==> src/pld_pkg.sv <==
// ----------------------------------------------------------------------------
// pld_pkg
// shared types and constants for the piecewise-linear duty lookup
// ----------------------------------------------------------------------------
`default_nettype none

package pld_pkg;

    // field widths fixed by the beat layout
    localparam int CMD_W   = 1;
    localparam int SLOT_W  = 4;
    localparam int X_W     = 32;
    localparam int Y_W     = 16;
    localparam int CNT_W   = 5;
    localparam int PROD_W  = X_W + Y_W;      // 16 x 32 product
    localparam int SUM_W   = PROD_W + 1;     // sum of two products
    localparam int S_DATA_W = 88;            // 84 payload bits padded to bytes
    localparam int M_DATA_W = 16;

    localparam logic [CMD_W-1:0] CMD_WRITE  = 1'b0;
    localparam logic [CMD_W-1:0] CMD_LOOKUP = 1'b1;

    localparam logic [Y_W-1:0] DUTY_MAX = 16'hFFFF;
    localparam logic [CNT_W-1:0] POINT_COUNT_RESET = 5'd16;

    typedef enum logic [2:0] {
        ST_IDLE,
        ST_SCAN,
        ST_MUL_LO,
        ST_MUL_HI,
        ST_SUM,
        ST_DIV,
        ST_OUT
    } pld_state_t;

    // divider request and response
    typedef struct packed {
        logic             start;
        logic [SUM_W-1:0] dividend;
        logic [X_W-1:0]   divisor;
    } div_req_t;

    typedef struct packed {
        logic             done;
        logic [SUM_W-1:0] quotient;
    } div_rsp_t;

endpackage

`default_nettype wire

==> src/pld_table.sv <==
// ----------------------------------------------------------------------------
// pld_table
// breakpoint store: one write port, one registered read port
// ----------------------------------------------------------------------------
`default_nettype none

module pld_table
    import pld_pkg::*;
#(
    parameter int DEPTH = 16,
    parameter int IDX_W = 4
) (
    input  wire logic             aclk,
    input  wire logic             wr_en,
    input  wire logic [IDX_W-1:0] wr_addr,
    input  wire logic [X_W-1:0]   wr_x,
    input  wire logic [Y_W-1:0]   wr_y,
    input  wire logic [IDX_W-1:0] rd_addr,
    output logic      [X_W-1:0]   rd_x,
    output logic      [Y_W-1:0]   rd_y
);

    logic [X_W-1:0] x_mem [DEPTH];
    logic [Y_W-1:0] y_mem [DEPTH];

    always_ff @(posedge aclk) begin
        if (wr_en) begin
            x_mem[wr_addr] <= wr_x;
            y_mem[wr_addr] <= wr_y;
        end
    end

    always_ff @(posedge aclk) begin
        rd_x <= x_mem[rd_addr];
        rd_y <= y_mem[rd_addr];
    end

endmodule

`default_nettype wire

==> src/pld_div.sv <==
// ----------------------------------------------------------------------------
// pld_div
// restoring divider, one quotient bit per cycle
// ----------------------------------------------------------------------------
`default_nettype none

module pld_div
    import pld_pkg::*;
(
    input  wire logic     aclk,
    input  wire logic     aresetn,
    input  wire div_req_t req,
    output div_rsp_t      rsp
);

    localparam int STEP_W = $clog2(SUM_W);
    localparam logic [STEP_W-1:0] LAST_STEP = STEP_W'(SUM_W - 1);

    logic              busy_reg, busy_next;
    logic              done_reg, done_next;
    logic [STEP_W-1:0] step_reg, step_next;
    logic [X_W-1:0]    rem_reg, rem_next;
    logic [SUM_W-1:0]  quo_reg, quo_next;
    logic [X_W-1:0]    dvs_reg, dvs_next;

    logic [X_W:0] trial;
    logic [X_W:0] diff;

    always_comb begin
        busy_next = busy_reg;
        done_next = 1'b0;
        step_next = step_reg;
        rem_next  = rem_reg;
        quo_next  = quo_reg;
        dvs_next  = dvs_reg;
        trial     = {rem_reg, quo_reg[SUM_W-1]};
        diff      = trial - {1'b0, dvs_reg};
        if (req.start) begin
            busy_next = 1'b1;
            step_next = '0;
            rem_next  = '0;
            quo_next  = req.dividend;
            dvs_next  = req.divisor;
        end else if (busy_reg) begin
            // remainder stays below the divisor, so it fits in X_W bits
            if (!diff[X_W]) begin
                rem_next = diff[X_W-1:0];
                quo_next = {quo_reg[SUM_W-2:0], 1'b1};
            end else begin
                rem_next = trial[X_W-1:0];
                quo_next = {quo_reg[SUM_W-2:0], 1'b0};
            end
            step_next = step_reg + 1'b1;
            if (step_reg == LAST_STEP) begin
                busy_next = 1'b0;
                done_next = 1'b1;
            end
        end
    end

    always_ff @(posedge aclk) begin
        if (!aresetn) begin
            busy_reg <= 1'b0;
            done_reg <= 1'b0;
        end else begin
            busy_reg <= busy_next;
            done_reg <= done_next;
        end
        step_reg <= step_next;
        rem_reg  <= rem_next;
        quo_reg  <= quo_next;
        dvs_reg  <= dvs_next;
    end

    assign rsp.done     = done_reg;
    assign rsp.quotient = quo_reg;

endmodule

`default_nettype wire

==> src/piecewise_linear_duty_lookup.sv <==
// ----------------------------------------------------------------------------
// piecewise_linear_duty_lookup
// breakpoint table with linear interpolation from illuminance to duty
// ----------------------------------------------------------------------------
//
// channel   dir  tdata fields (lsb first)                      tuser
// s_        in   point_index, point_x, point_y, illuminance    command
// m_        out  duty                                          -
// cfg_      in   point_count (write only)                      -
//
// a write beat is written straight into the store; a lookup below the first
// point or at or past the last one goes from the scan to the output register,
// and one that interpolates reads one table entry per cycle in the scan, forms
// two products on the shared 16x32 multiplier, adds them, runs 49 quotient bits
// through the bit-serial divider and waits for its done flag, then loads the
// output register once that register is free
// s_tready is high only while the sequencer is idle; a finished duty waits
// in the output register, so writes are still taken while m_ stalls
// reset clears the sequencer, the output valid and point_count (to 16);
// the breakpoint store is not cleared and holds garbage until written
//
`default_nettype none

module piecewise_linear_duty_lookup
    import pld_pkg::*;
#(
    parameter int TABLE_DEPTH = 16
) (
    input  wire logic                aclk,
    input  wire logic                aresetn,
    // input beats
    input  wire logic                s_tvalid,
    output logic                     s_tready,
    // [3:0] point_index, [35:4] point_x, [51:36] point_y,
    // [83:52] illuminance, [87:84] zero
    input  wire logic [S_DATA_W-1:0] s_tdata,
    // [0] command
    input  wire logic                s_tuser,
    // result beats
    output logic                     m_tvalid,
    input  wire logic                m_tready,
    // [15:0] duty
    output logic      [M_DATA_W-1:0] m_tdata,
    // point_count register
    input  wire logic                cfg_we,
    input  wire logic [CNT_W-1:0]    cfg_wdata
);

    localparam int IDX_W = $clog2(TABLE_DEPTH);

    // payload unpack
    logic [SLOT_W-1:0] in_slot;
    logic [X_W-1:0]    in_x;
    logic [Y_W-1:0]    in_y;
    logic [X_W-1:0]    in_lux;

    assign in_slot = s_tdata[3:0];
    assign in_x    = s_tdata[35:4];
    assign in_y    = s_tdata[51:36];
    assign in_lux  = s_tdata[83:52];

    logic s_fire;
    assign s_fire = s_tvalid && s_tready;

    // point_count register and the index of the last slot in use
    logic [CNT_W-1:0] point_count_reg;
    logic [IDX_W-1:0] last_idx;

    always_ff @(posedge aclk) begin
        if (!aresetn) begin
            point_count_reg <= POINT_COUNT_RESET;
        end else if (cfg_we) begin
            point_count_reg <= cfg_wdata;
        end
    end

    // zero acts as one, anything past the table acts as the full table
    always_comb begin
        if (point_count_reg == '0) begin
            last_idx = '0;
        end else if (32'(point_count_reg) > TABLE_DEPTH) begin
            last_idx = IDX_W'(TABLE_DEPTH - 1);
        end else begin
            last_idx = IDX_W'(point_count_reg - 1'b1);
        end
    end

    // breakpoint store
    logic             tbl_wr_en;
    logic [IDX_W-1:0] tbl_rd_addr;
    logic [X_W-1:0]   tbl_rd_x;
    logic [Y_W-1:0]   tbl_rd_y;

    // slots past the table are dropped
    assign tbl_wr_en = s_fire && (s_tuser == CMD_WRITE) && (32'(in_slot) < TABLE_DEPTH);

    pld_table #(
        .DEPTH (TABLE_DEPTH),
        .IDX_W (IDX_W)
    ) u_table (
        .aclk    (aclk),
        .wr_en   (tbl_wr_en),
        .wr_addr (IDX_W'(in_slot)),
        .wr_x    (in_x),
        .wr_y    (in_y),
        .rd_addr (tbl_rd_addr),
        .rd_x    (tbl_rd_x),
        .rd_y    (tbl_rd_y)
    );

    // divider
    div_req_t div_req;
    div_rsp_t div_rsp;

    pld_div u_div (
        .aclk    (aclk),
        .aresetn (aresetn),
        .req     (div_req),
        .rsp     (div_rsp)
    );

    // sequencer and datapath registers
    pld_state_t        state_reg, state_next;
    logic [IDX_W-1:0]  k_reg, k_next;
    logic [X_W-1:0]    lux_reg, lux_next;
    logic [X_W-1:0]    xlo_reg, xlo_next;
    logic [Y_W-1:0]    ylo_reg, ylo_next;
    logic [Y_W-1:0]    yup_reg, yup_next;
    logic [X_W-1:0]    d_up_reg, d_up_next;     // xup - lux
    logic [X_W-1:0]    d_lo_reg, d_lo_next;     // lux - xlo
    logic [X_W-1:0]    span_reg, span_next;     // xup - xlo
    logic [PROD_W-1:0] prod_reg, prod_next;
    logic [PROD_W-1:0] acc_reg, acc_next;
    logic [SUM_W-1:0]  sum_reg, sum_next;
    logic [Y_W-1:0]    res_reg, res_next;
    logic              m_valid_reg, m_valid_next;
    logic [Y_W-1:0]    m_data_reg, m_data_next;

    // shared multiplier
    logic [Y_W-1:0]    mul_a;
    logic [X_W-1:0]    mul_b;
    logic [PROD_W-1:0] mul_p;

    assign mul_a = (state_reg == ST_MUL_LO) ? ylo_reg : yup_reg;
    assign mul_b = (state_reg == ST_MUL_LO) ? d_up_reg : d_lo_reg;
    assign mul_p = {{X_W{1'b0}}, mul_a} * {{Y_W{1'b0}}, mul_b};

    always_comb begin
        state_next   = state_reg;
        k_next       = k_reg;
        lux_next     = lux_reg;
        xlo_next     = xlo_reg;
        ylo_next     = ylo_reg;
        yup_next     = yup_reg;
        d_up_next    = d_up_reg;
        d_lo_next    = d_lo_reg;
        span_next    = span_reg;
        prod_next    = prod_reg;
        acc_next     = acc_reg;
        sum_next     = sum_reg;
        res_next     = res_reg;
        m_valid_next = m_valid_reg;
        m_data_next  = m_data_reg;
        tbl_rd_addr  = '0;
        div_req.start    = 1'b0;
        div_req.dividend = sum_reg;
        div_req.divisor  = span_reg;
        s_tready = (state_reg == ST_IDLE);

        // output register drains independently of the sequencer
        if (m_valid_reg && m_tready) begin
            m_valid_next = 1'b0;
        end

        case (state_reg)
            ST_IDLE: begin
                // slot 0 is read while idle, so it is ready on the first scan cycle
                tbl_rd_addr = '0;
                if (s_fire && (s_tuser == CMD_LOOKUP)) begin
                    lux_next   = in_lux;
                    k_next     = '0;
                    state_next = ST_SCAN;
                end
            end
            ST_SCAN: begin
                // table data here is slot k
                tbl_rd_addr = k_reg;
                if (lux_reg < tbl_rd_x) begin
                    if (k_reg == '0) begin
                        // below the first breakpoint
                        res_next   = tbl_rd_y;
                        state_next = ST_OUT;
                    end else begin
                        yup_next   = tbl_rd_y;
                        d_up_next  = tbl_rd_x - lux_reg;
                        d_lo_next  = lux_reg - xlo_reg;
                        span_next  = tbl_rd_x - xlo_reg;
                        state_next = ST_MUL_LO;
                    end
                end else if (k_reg == last_idx) begin
                    // at or past the last counted breakpoint
                    res_next   = tbl_rd_y;
                    state_next = ST_OUT;
                end else begin
                    xlo_next    = tbl_rd_x;
                    ylo_next    = tbl_rd_y;
                    k_next      = k_reg + 1'b1;
                    tbl_rd_addr = k_reg + 1'b1;
                end
            end
            ST_MUL_LO: begin
                prod_next  = mul_p;
                state_next = ST_MUL_HI;
            end
            ST_MUL_HI: begin
                acc_next   = prod_reg;
                prod_next  = mul_p;
                state_next = ST_SUM;
            end
            ST_SUM: begin
                sum_next = {1'b0, acc_reg} + {1'b0, prod_reg};
                if (span_reg == '0) begin
                    // zero span gives the upper y
                    res_next   = yup_reg;
                    state_next = ST_OUT;
                end else begin
                    // divider loads the fresh sum directly
                    div_req.start    = 1'b1;
                    div_req.dividend = sum_next;
                    state_next       = ST_DIV;
                end
            end
            ST_DIV: begin
                if (div_rsp.done) begin
                    if (div_rsp.quotient[SUM_W-1:X_W] != '0) begin
                        // quotient wider than 32 bits gives the upper y
                        res_next = yup_reg;
                    end else if (div_rsp.quotient[X_W-1:0] >=
                                 {{(X_W-Y_W){1'b0}}, DUTY_MAX}) begin
                        res_next = DUTY_MAX;
                    end else begin
                        res_next = div_rsp.quotient[Y_W-1:0];
                    end
                    state_next = ST_OUT;
                end
            end
            ST_OUT: begin
                if (!m_valid_reg || m_tready) begin
                    m_valid_next = 1'b1;
                    m_data_next  = res_reg;
                    state_next   = ST_IDLE;
                end
            end
            default: begin
                state_next = ST_IDLE;
            end
        endcase
    end

    always_ff @(posedge aclk) begin
        if (!aresetn) begin
            state_reg   <= ST_IDLE;
            m_valid_reg <= 1'b0;
        end else begin
            state_reg   <= state_next;
            m_valid_reg <= m_valid_next;
        end
        k_reg      <= k_next;
        lux_reg    <= lux_next;
        xlo_reg    <= xlo_next;
        ylo_reg    <= ylo_next;
        yup_reg    <= yup_next;
        d_up_reg   <= d_up_next;
        d_lo_reg   <= d_lo_next;
        span_reg   <= span_next;
        prod_reg   <= prod_next;
        acc_reg    <= acc_next;
        sum_reg    <= sum_next;
        res_reg    <= res_next;
        m_data_reg <= m_data_next;
    end

    assign m_tvalid = m_valid_reg;
    assign m_tdata  = m_data_reg;

endmodule

`default_nettype wire

==> config.mk <==
export PLATFORM = sky130hd
export DESIGN_NAME = piecewise_linear_duty_lookup
export DESIGN_NICKNAME = d
export VERILOG_FILES = /design/src/pld_pkg.sv /design/src/pld_table.sv /design/src/pld_div.sv /design/src/piecewise_linear_duty_lookup.sv
export SDC_FILE = /design/constraint.sdc
export NUM_CORES = 2
export LEC_CHECK = 0
export BUFFER_PORTS_ARGS = -buffer_cell sky130_fd_sc_hd__buf_4
export CORE_MARGIN = 4
export CORE_UTILIZATION = 35
export CTS_CLUSTER_DIAMETER = 50
export DETAILED_ROUTE_END_ITERATION = 7
export HOLD_SLACK_MARGIN = 0.12
export PLACE_DENSITY_LB_ADDON = 0.1
export SLEW_MARGIN = 10
export SYNTH_ARGS = -nofsm -noshare
export SYNTH_HDL_FRONTEND = slang
export SYNTH_HIERARCHICAL = 1
export SYNTH_SLANG_ARGS = --single-unit
export TNS_END_PERCENT = 30
==> constraint.sdc <==
create_clock -name aclk -period 17.27 [get_ports aclk]
set_input_delay 0 -clock aclk [delete_from_list [all_inputs] [get_ports aclk]]
set_output_delay 0 -clock aclk [all_outputs]
set_load 0.02 [all_outputs]
# Word level (Yosys, flattened, before mapping)
# Memories as Yosys holds them, arrays and structs flattened. A register that Yosys moved wholly into a read port is not among the register bits.
# Cells that the tools add are included.
[classes]
n_addsub = 8
mul = 1
magnitude_cmp = 3
eq_ne = 14
mux = 40
bitwise = 6
n_reduce_logical = 23
[op_table]
columns = ["operator", "count"]
rows = [
  ["2-to-1 mux 16 bit", 8],
  ["2-to-1 mux 50 bit", 2],
  ["2-to-1 mux 49 bit", 2],
  ["subtractor 32 bit", 3],
  ["2-to-1 mux 32 bit", 2],
  ["adder 48 x 48 -> 49 bit", 1],
  ["multiplier 16 x 32 -> 48 bit", 1],
  ["one-hot mux 16 bit (3 select lines)", 1],
  ["subtractor 33 x 32 -> 33 bit", 1],
  [">= comparator 32 x 16 -> 1 bit, second input constant", 1],
  ["logical NOT 32 bit", 1],
  ["less-than comparator 32 bit", 1],
  ["2-to-1 mux 4 bit", 6],
  ["one-hot mux 3 bit (7 select lines)", 1],
  ["2-to-1 mux 3 bit", 6],
  ["nonzero test 17 bit", 1],
  ["2-to-1 mux 1 bit", 10],
  ["== test 3 bit, second input constant", 3],
  ["one-hot mux 4 bit (2 select lines)", 1],
  ["adder 6 x 1 -> 6 bit, second input constant", 1],
  ["== test 3 x 2 -> 1 bit, second input constant", 2],
  ["== test 6 bit, second input constant", 1],
  ["inequality test 3 bit, second input constant", 2],
  ["NOT 1 bit", 6],
  ["22 further kinds", 31],
]
[word_totals]
reg_bits = 503
mem_bits_rw = 768
output_inout_bits = 18
memories = 2
[memory_table]
columns = ["memory", "depth", "width", "rd", "rd_ports_with_merged_regs", "wr", "line_no", "source"]
rows = [
  ["u_table.x_mem", 16, 32, 1, 1, 1, "pld_table.sv:23", "logic [X_W-1:0] x_mem [DEPTH];"],
  ["u_table.y_mem", 16, 16, 1, 1, 1, "pld_table.sv:24", "logic [Y_W-1:0] y_mem [DEPTH];"],
]

# Longest topological paths before layout
[depth]
depth_word = 7
depth_mapped = 30

# Hierarchy
# Netlist, hierarchy kept.
[modules_own_cells]
columns = ["mod", "n_inst", "cells_each", "area_each_um2", "seq_area_each_um2"]
rows = [
  ["piecewise_linear_duty_lookup", 1, 3635, 36757.8, 11380.9],
  ["pld_table", 1, 1242, 29691.0, 24023.0],
  ["pld_div", 1, 613, 6660.1, 3233.1],
]

# Worst setup path after synthesis
# No wires, ideal clock.
[synth_timing]
path_kind = "register to register"
from = "register state_reg[1]"
to = "register prod_reg[47], data pin"
setup_time_ns = 0.260
arrival_time_ns = 9.769
t_required_ns = 17.010
setup_slack_ns = 7.241
path_stages_with_launch = 29
path_buffers = 3
synth_period_minus_slack_ns = 10.029
cell_sequence = "dfxtp_1 -> nor2b_1 -> nor2b_1 -> buf_2 -> buf_1 -> buf_1 -> mux2i_1 -> nor2_1 -> fa_1 -> inv_1 -> fa_1 -> fa_1 -> inv_1 -> fa_1 -> fa_1 -> inv_1 -> fa_1 -> inv_1 -> ha_1 -> and4_1 -> and3_1 -> a221oi_2 -> nor3b_1 -> a41oi_1 -> a21oi_1 -> a41oi_1 -> o21ai_0 -> a21oi_1 -> xnor2_1"
[synth_via]
elab_chain_cells = 3
elab_cells_between_ends = 4
[synth_rtl]
columns = ["element", "line_no", "source"]
rows = [
  ["from (decl)", "piecewise_linear_duty_lookup.sv:123", "pld_state_t state_reg, state_next;"],
  ["from (signal assigned)", "piecewise_linear_duty_lookup.sv:265", "state_reg <= state_next;"],
  ["== test 3 x 2 -> 1 bit (*)", "piecewise_linear_duty_lookup.sv:144, piecewise_linear_duty_lookup.sv:145", ""],
  ["2-to-1 mux 16 bit or 2-to-1 mux 32 bit (tied branches)", "piecewise_linear_duty_lookup.sv:144, piecewise_linear_duty_lookup.sv:145", ""],
  ["multiplier 16 x 32 -> 48 bit (*)", "piecewise_linear_duty_lookup.sv:146", "assign mul_p = {{X_W{1'b0}}, mul_a} * {{Y_W{1'b0}}, mul_b};"],
  ["named net mul_p[47]", "piecewise_linear_duty_lookup.sv:142", "logic [PROD_W-1:0] mul_p;"],
  ["to (signal assigned)", "piecewise_linear_duty_lookup.sv:276", "prod_reg <= prod_next;"],
  ["to (decl)", "piecewise_linear_duty_lookup.sv:132", "logic [PROD_W-1:0] prod_reg, prod_next;"],
]
# The timed path passes the listed nets; every way through them passes the cells marked *.
# A chain may end at the register's enable or synchronous reset.

# Worst setup path after layout
# Same ends and word-level chain as after synthesis.

==> flow_summary.json <==
{
  "rsz0062_at_grt": "false",
  "worstPathArrival_ps": 10810,
  "r2r-end": "prod_reg[47]",
  "track_usage_pct": 18.3,
  "yosysMostFrequentCell": "edfxtp_1",
  "place.gp.congestion": 0.839,
  "top_usage_layer": "met2",
  "reg2reg_depth": 28,
  "r2r_start": "state_reg[1]",
  "top_register": "u_table/x_mem",
  "grt_max_degree": 125,
  "io_buffers": 112,
  "ys_ff_latch": 1319,
  "dp_hpwl_um": 137000,
  "slew_violations": 0,
  "synth_fp_nets": 6311,
  "critical_path.max_fanout": 52,
  "crit_type": "reg2reg",
  "post_cts.repair.setup_buffers": 0,
  "syn_area_per_cell_um2": 13.3,
  "largest_reg_flops": 512,
  "grt_overflow": 0,
  "routed_via_density": 5.05,
  "grt_first_pass_wirelength_um": 299000,
  "vias": 44400,
  "grt_antenna_before_repair": 20,
  "whs_path_depth": 2,
  "wl_um": 200000,
  "setup_viol": 0,
  "boundaryPins": 117,
  "dp.cells": 8283,
  "row_count": 167,
  "tns_ps": 0,
  "drcViolationCount": 0,
  "largestRegisters": "u_table/x_mem: 512 flops, u_table/y_mem: 256 flops",
  "cap_violations": 0,
  "hold_end": "u_table/y_mem[14][15]",
  "grt_pass1_vias": 46500,
  "syn2layout_area_growth_pct": 16.6,
  "fin_cells": 8797,
  "synth.largest_area_cell": "edfxtp_1",
  "hold_violations": 0,
  "min_from": "s_tdata[51]",
  "crit_path_max_incr_delay_ps": 950,
  "yosys-top-cells-count": "1222 x edfxtp_1, 606 x inv_1, 565 x nand2_1",
  "yosysWarningCount": 6,
  "holdWs_ps": 164,
  "grtUsageMet2_pct": 31.0,
  "syn_inst": 5490,
  "die_area_mm2": 0.216,
  "seq_area_frac_synth_pct": 52.8,
  "fin_nets": 6678,
  "cp.required_ps": 17830,
  "drtIter0Drc": 3016,
  "die_h_um": 465,
  "synthDistinctLibCells": 88,
  "min_period_ps": 10250,
  "cts.clk_slew.worst_paths_ps": 60,
  "htreeDepth": 4,
  "root_buffer": "clkbuf_16",
  "slew_headroom_pct": 25.9,
  "clock-sinks": 1319,
  "synth_edf_count": 1222,
  "cts_tree": "yes",
  "detail_route.wl_per_cell_um": 22.7,
  "reg2reg_slack_ps": 7020,
  "ant_nets": 0,
  "synth_area_leaders": "edfxtp_1 50%, fa_1 12%, mux4_2 5.9%",
  "drive_gt1_share_pct": 14.5,
  "hp-class": "in2reg",
  "outcome": "completed",
  "fmax_mhz": 97.6,
  "ctsLongestPathBuffers": 3,
  "die_w_um": 465,
  "drt-pass1-iter-count": 6,
  "syn_area_mm2": 0.0731,
  "fin_crit_sh_pct": 59.3,
  "core_mm2": 0.207,
  "skew_ps": 85.8,
  "crit_path_start_kind": "flip-flop",
  "yosysTopAreaCellShare_pct": 50.2,
  "utilization_pct": 41.1,
  "max_slew.worst_pin.slew_ps": 1080,
  "clk_latency_ps": 830,
  "ys_async_sr_fraction_pct": 0,
  "cp_slowest_cell": "mux2i_1",
  "gr-usage-met3_pct": 2.65,
  "cpMostUsedCell": "fa_1",
  "cp-end-kind": "flip-flop",
  "cts_made_buffers": 171,
  "grt.met1_usage_pct": 24.8,
  "initial_core_util_pct": 35.2,
  "synth-main-ff-cell": "edfxtp_1"
}
==> cell families (layout without fill, tap and decap cells) <==
family,count (synthesis),count (layout),synth area share (%)
XOR/XNOR,198,198,2.40
AO/OA/AOI/OAI,801,801,7.32
flip-flops,1319,1319,52.8
buffers and inverters,788,1300,4.22
multiplexers,387,387,8.83
adder cells (fa/ha/maj),724,724,16.7
other,0,7,0
AND/OR/NAND/NOR,1273,1273,7.66
==> metal layers <==
metal  share of wire (%)  wire length (um)
met2                  49             98000
met3                 4.0              7920
met4                 2.2              4330
met1                  45             89200
met5              0.0065                13
==> layout make-up <==
cell class	count	area, um2
Antenna cell	7	17.5
Clock buffer	201	4450
Clock inverter	117	1450
Fill cell	19400	122000
Inverter	606	2280
Multi-Input combinational cell	3383	31600
Sequential cell	1319	38600
Tap cell	2788	3490
Timing Repair Buffer	376	3310
==> critical path, delay by kind of cell, from the launching register on <==
kind | cells | cell delay (ps)
compound gates | 7 | 2060
mux | 1 | 950
flops | 1 | 570
buf+inv | 7 | 1910
simple gates | 5 | 820
fa+ha+maj | 7 | 3510
xor+xnor | 1 | 130
==> how the worst max path moves through the flow <==
| stage | from | end | slack, ps | cells after the start |
|---|---|---|---|---|
| final | state_reg[1] | prod_reg[47] | 7020 | 28 |
| after global routing | state_reg[1] | prod_reg[47] | 6250 | 28 |
| after CTS | state_reg[1] | prod_reg[47] | 6950 | 28 |
| after detailed placement | state_reg[1] | prod_reg[46] | 6930 | 26 |
| after global placement | state_reg[1] | prod_reg[47] | 6970 | 28 |
| after floorplan | state_reg[1] | prod_reg[47] | 7240 | 28 |
==> cells in the final DEF (no fill, tap or decap), types with 18 or more instances in the layout <==
cell           instances
a21oi_1              199
clkinv_1              21
mux2i_1               45
nor2_1               349
nor3_1                32
o21a_1                28
fa_1                 423
o211ai_1              23
dfxtp_1               96
o21ai_0              138
clkbuf_1              24
buf_4                186
clkinv_2              24
a21o_1                82
nand2b_1              37
clkbuf_16            171
a211oi_1              25
a22oi_1               99
and2_1                25
nor2b_1               49
ha_1                 299
mux2_2               140
inv_1                604
and3_1                18
nor4_1                26
a311oi_1              19
nand4_1               38
xnor2_1              129
nand2_1              565
xor2_1                68
dlygate4sd3_1        189
mux4_2               192
o21bai_1              29
edfxtp_1            1222
nand3_1               51
a31oi_1               19
==> repair_timing <==
item	in CTS	in global routing
gates resized for setup	0	0
hold endpoints to repair	1096	0
hold buffers	189	0
==> through the flow <==
step                      cell area, um2  worst slack, ps
after global routing               85300             6250
after CTS                          85300             6950
after floorplan                    73100             7240
final                              85300             7020
after detailed placement           77500             6930
after global placement             77500             6970
Power is not shown: default switching activity piles up to over one toggle a cycle in this logic, so the estimate is an artifact.
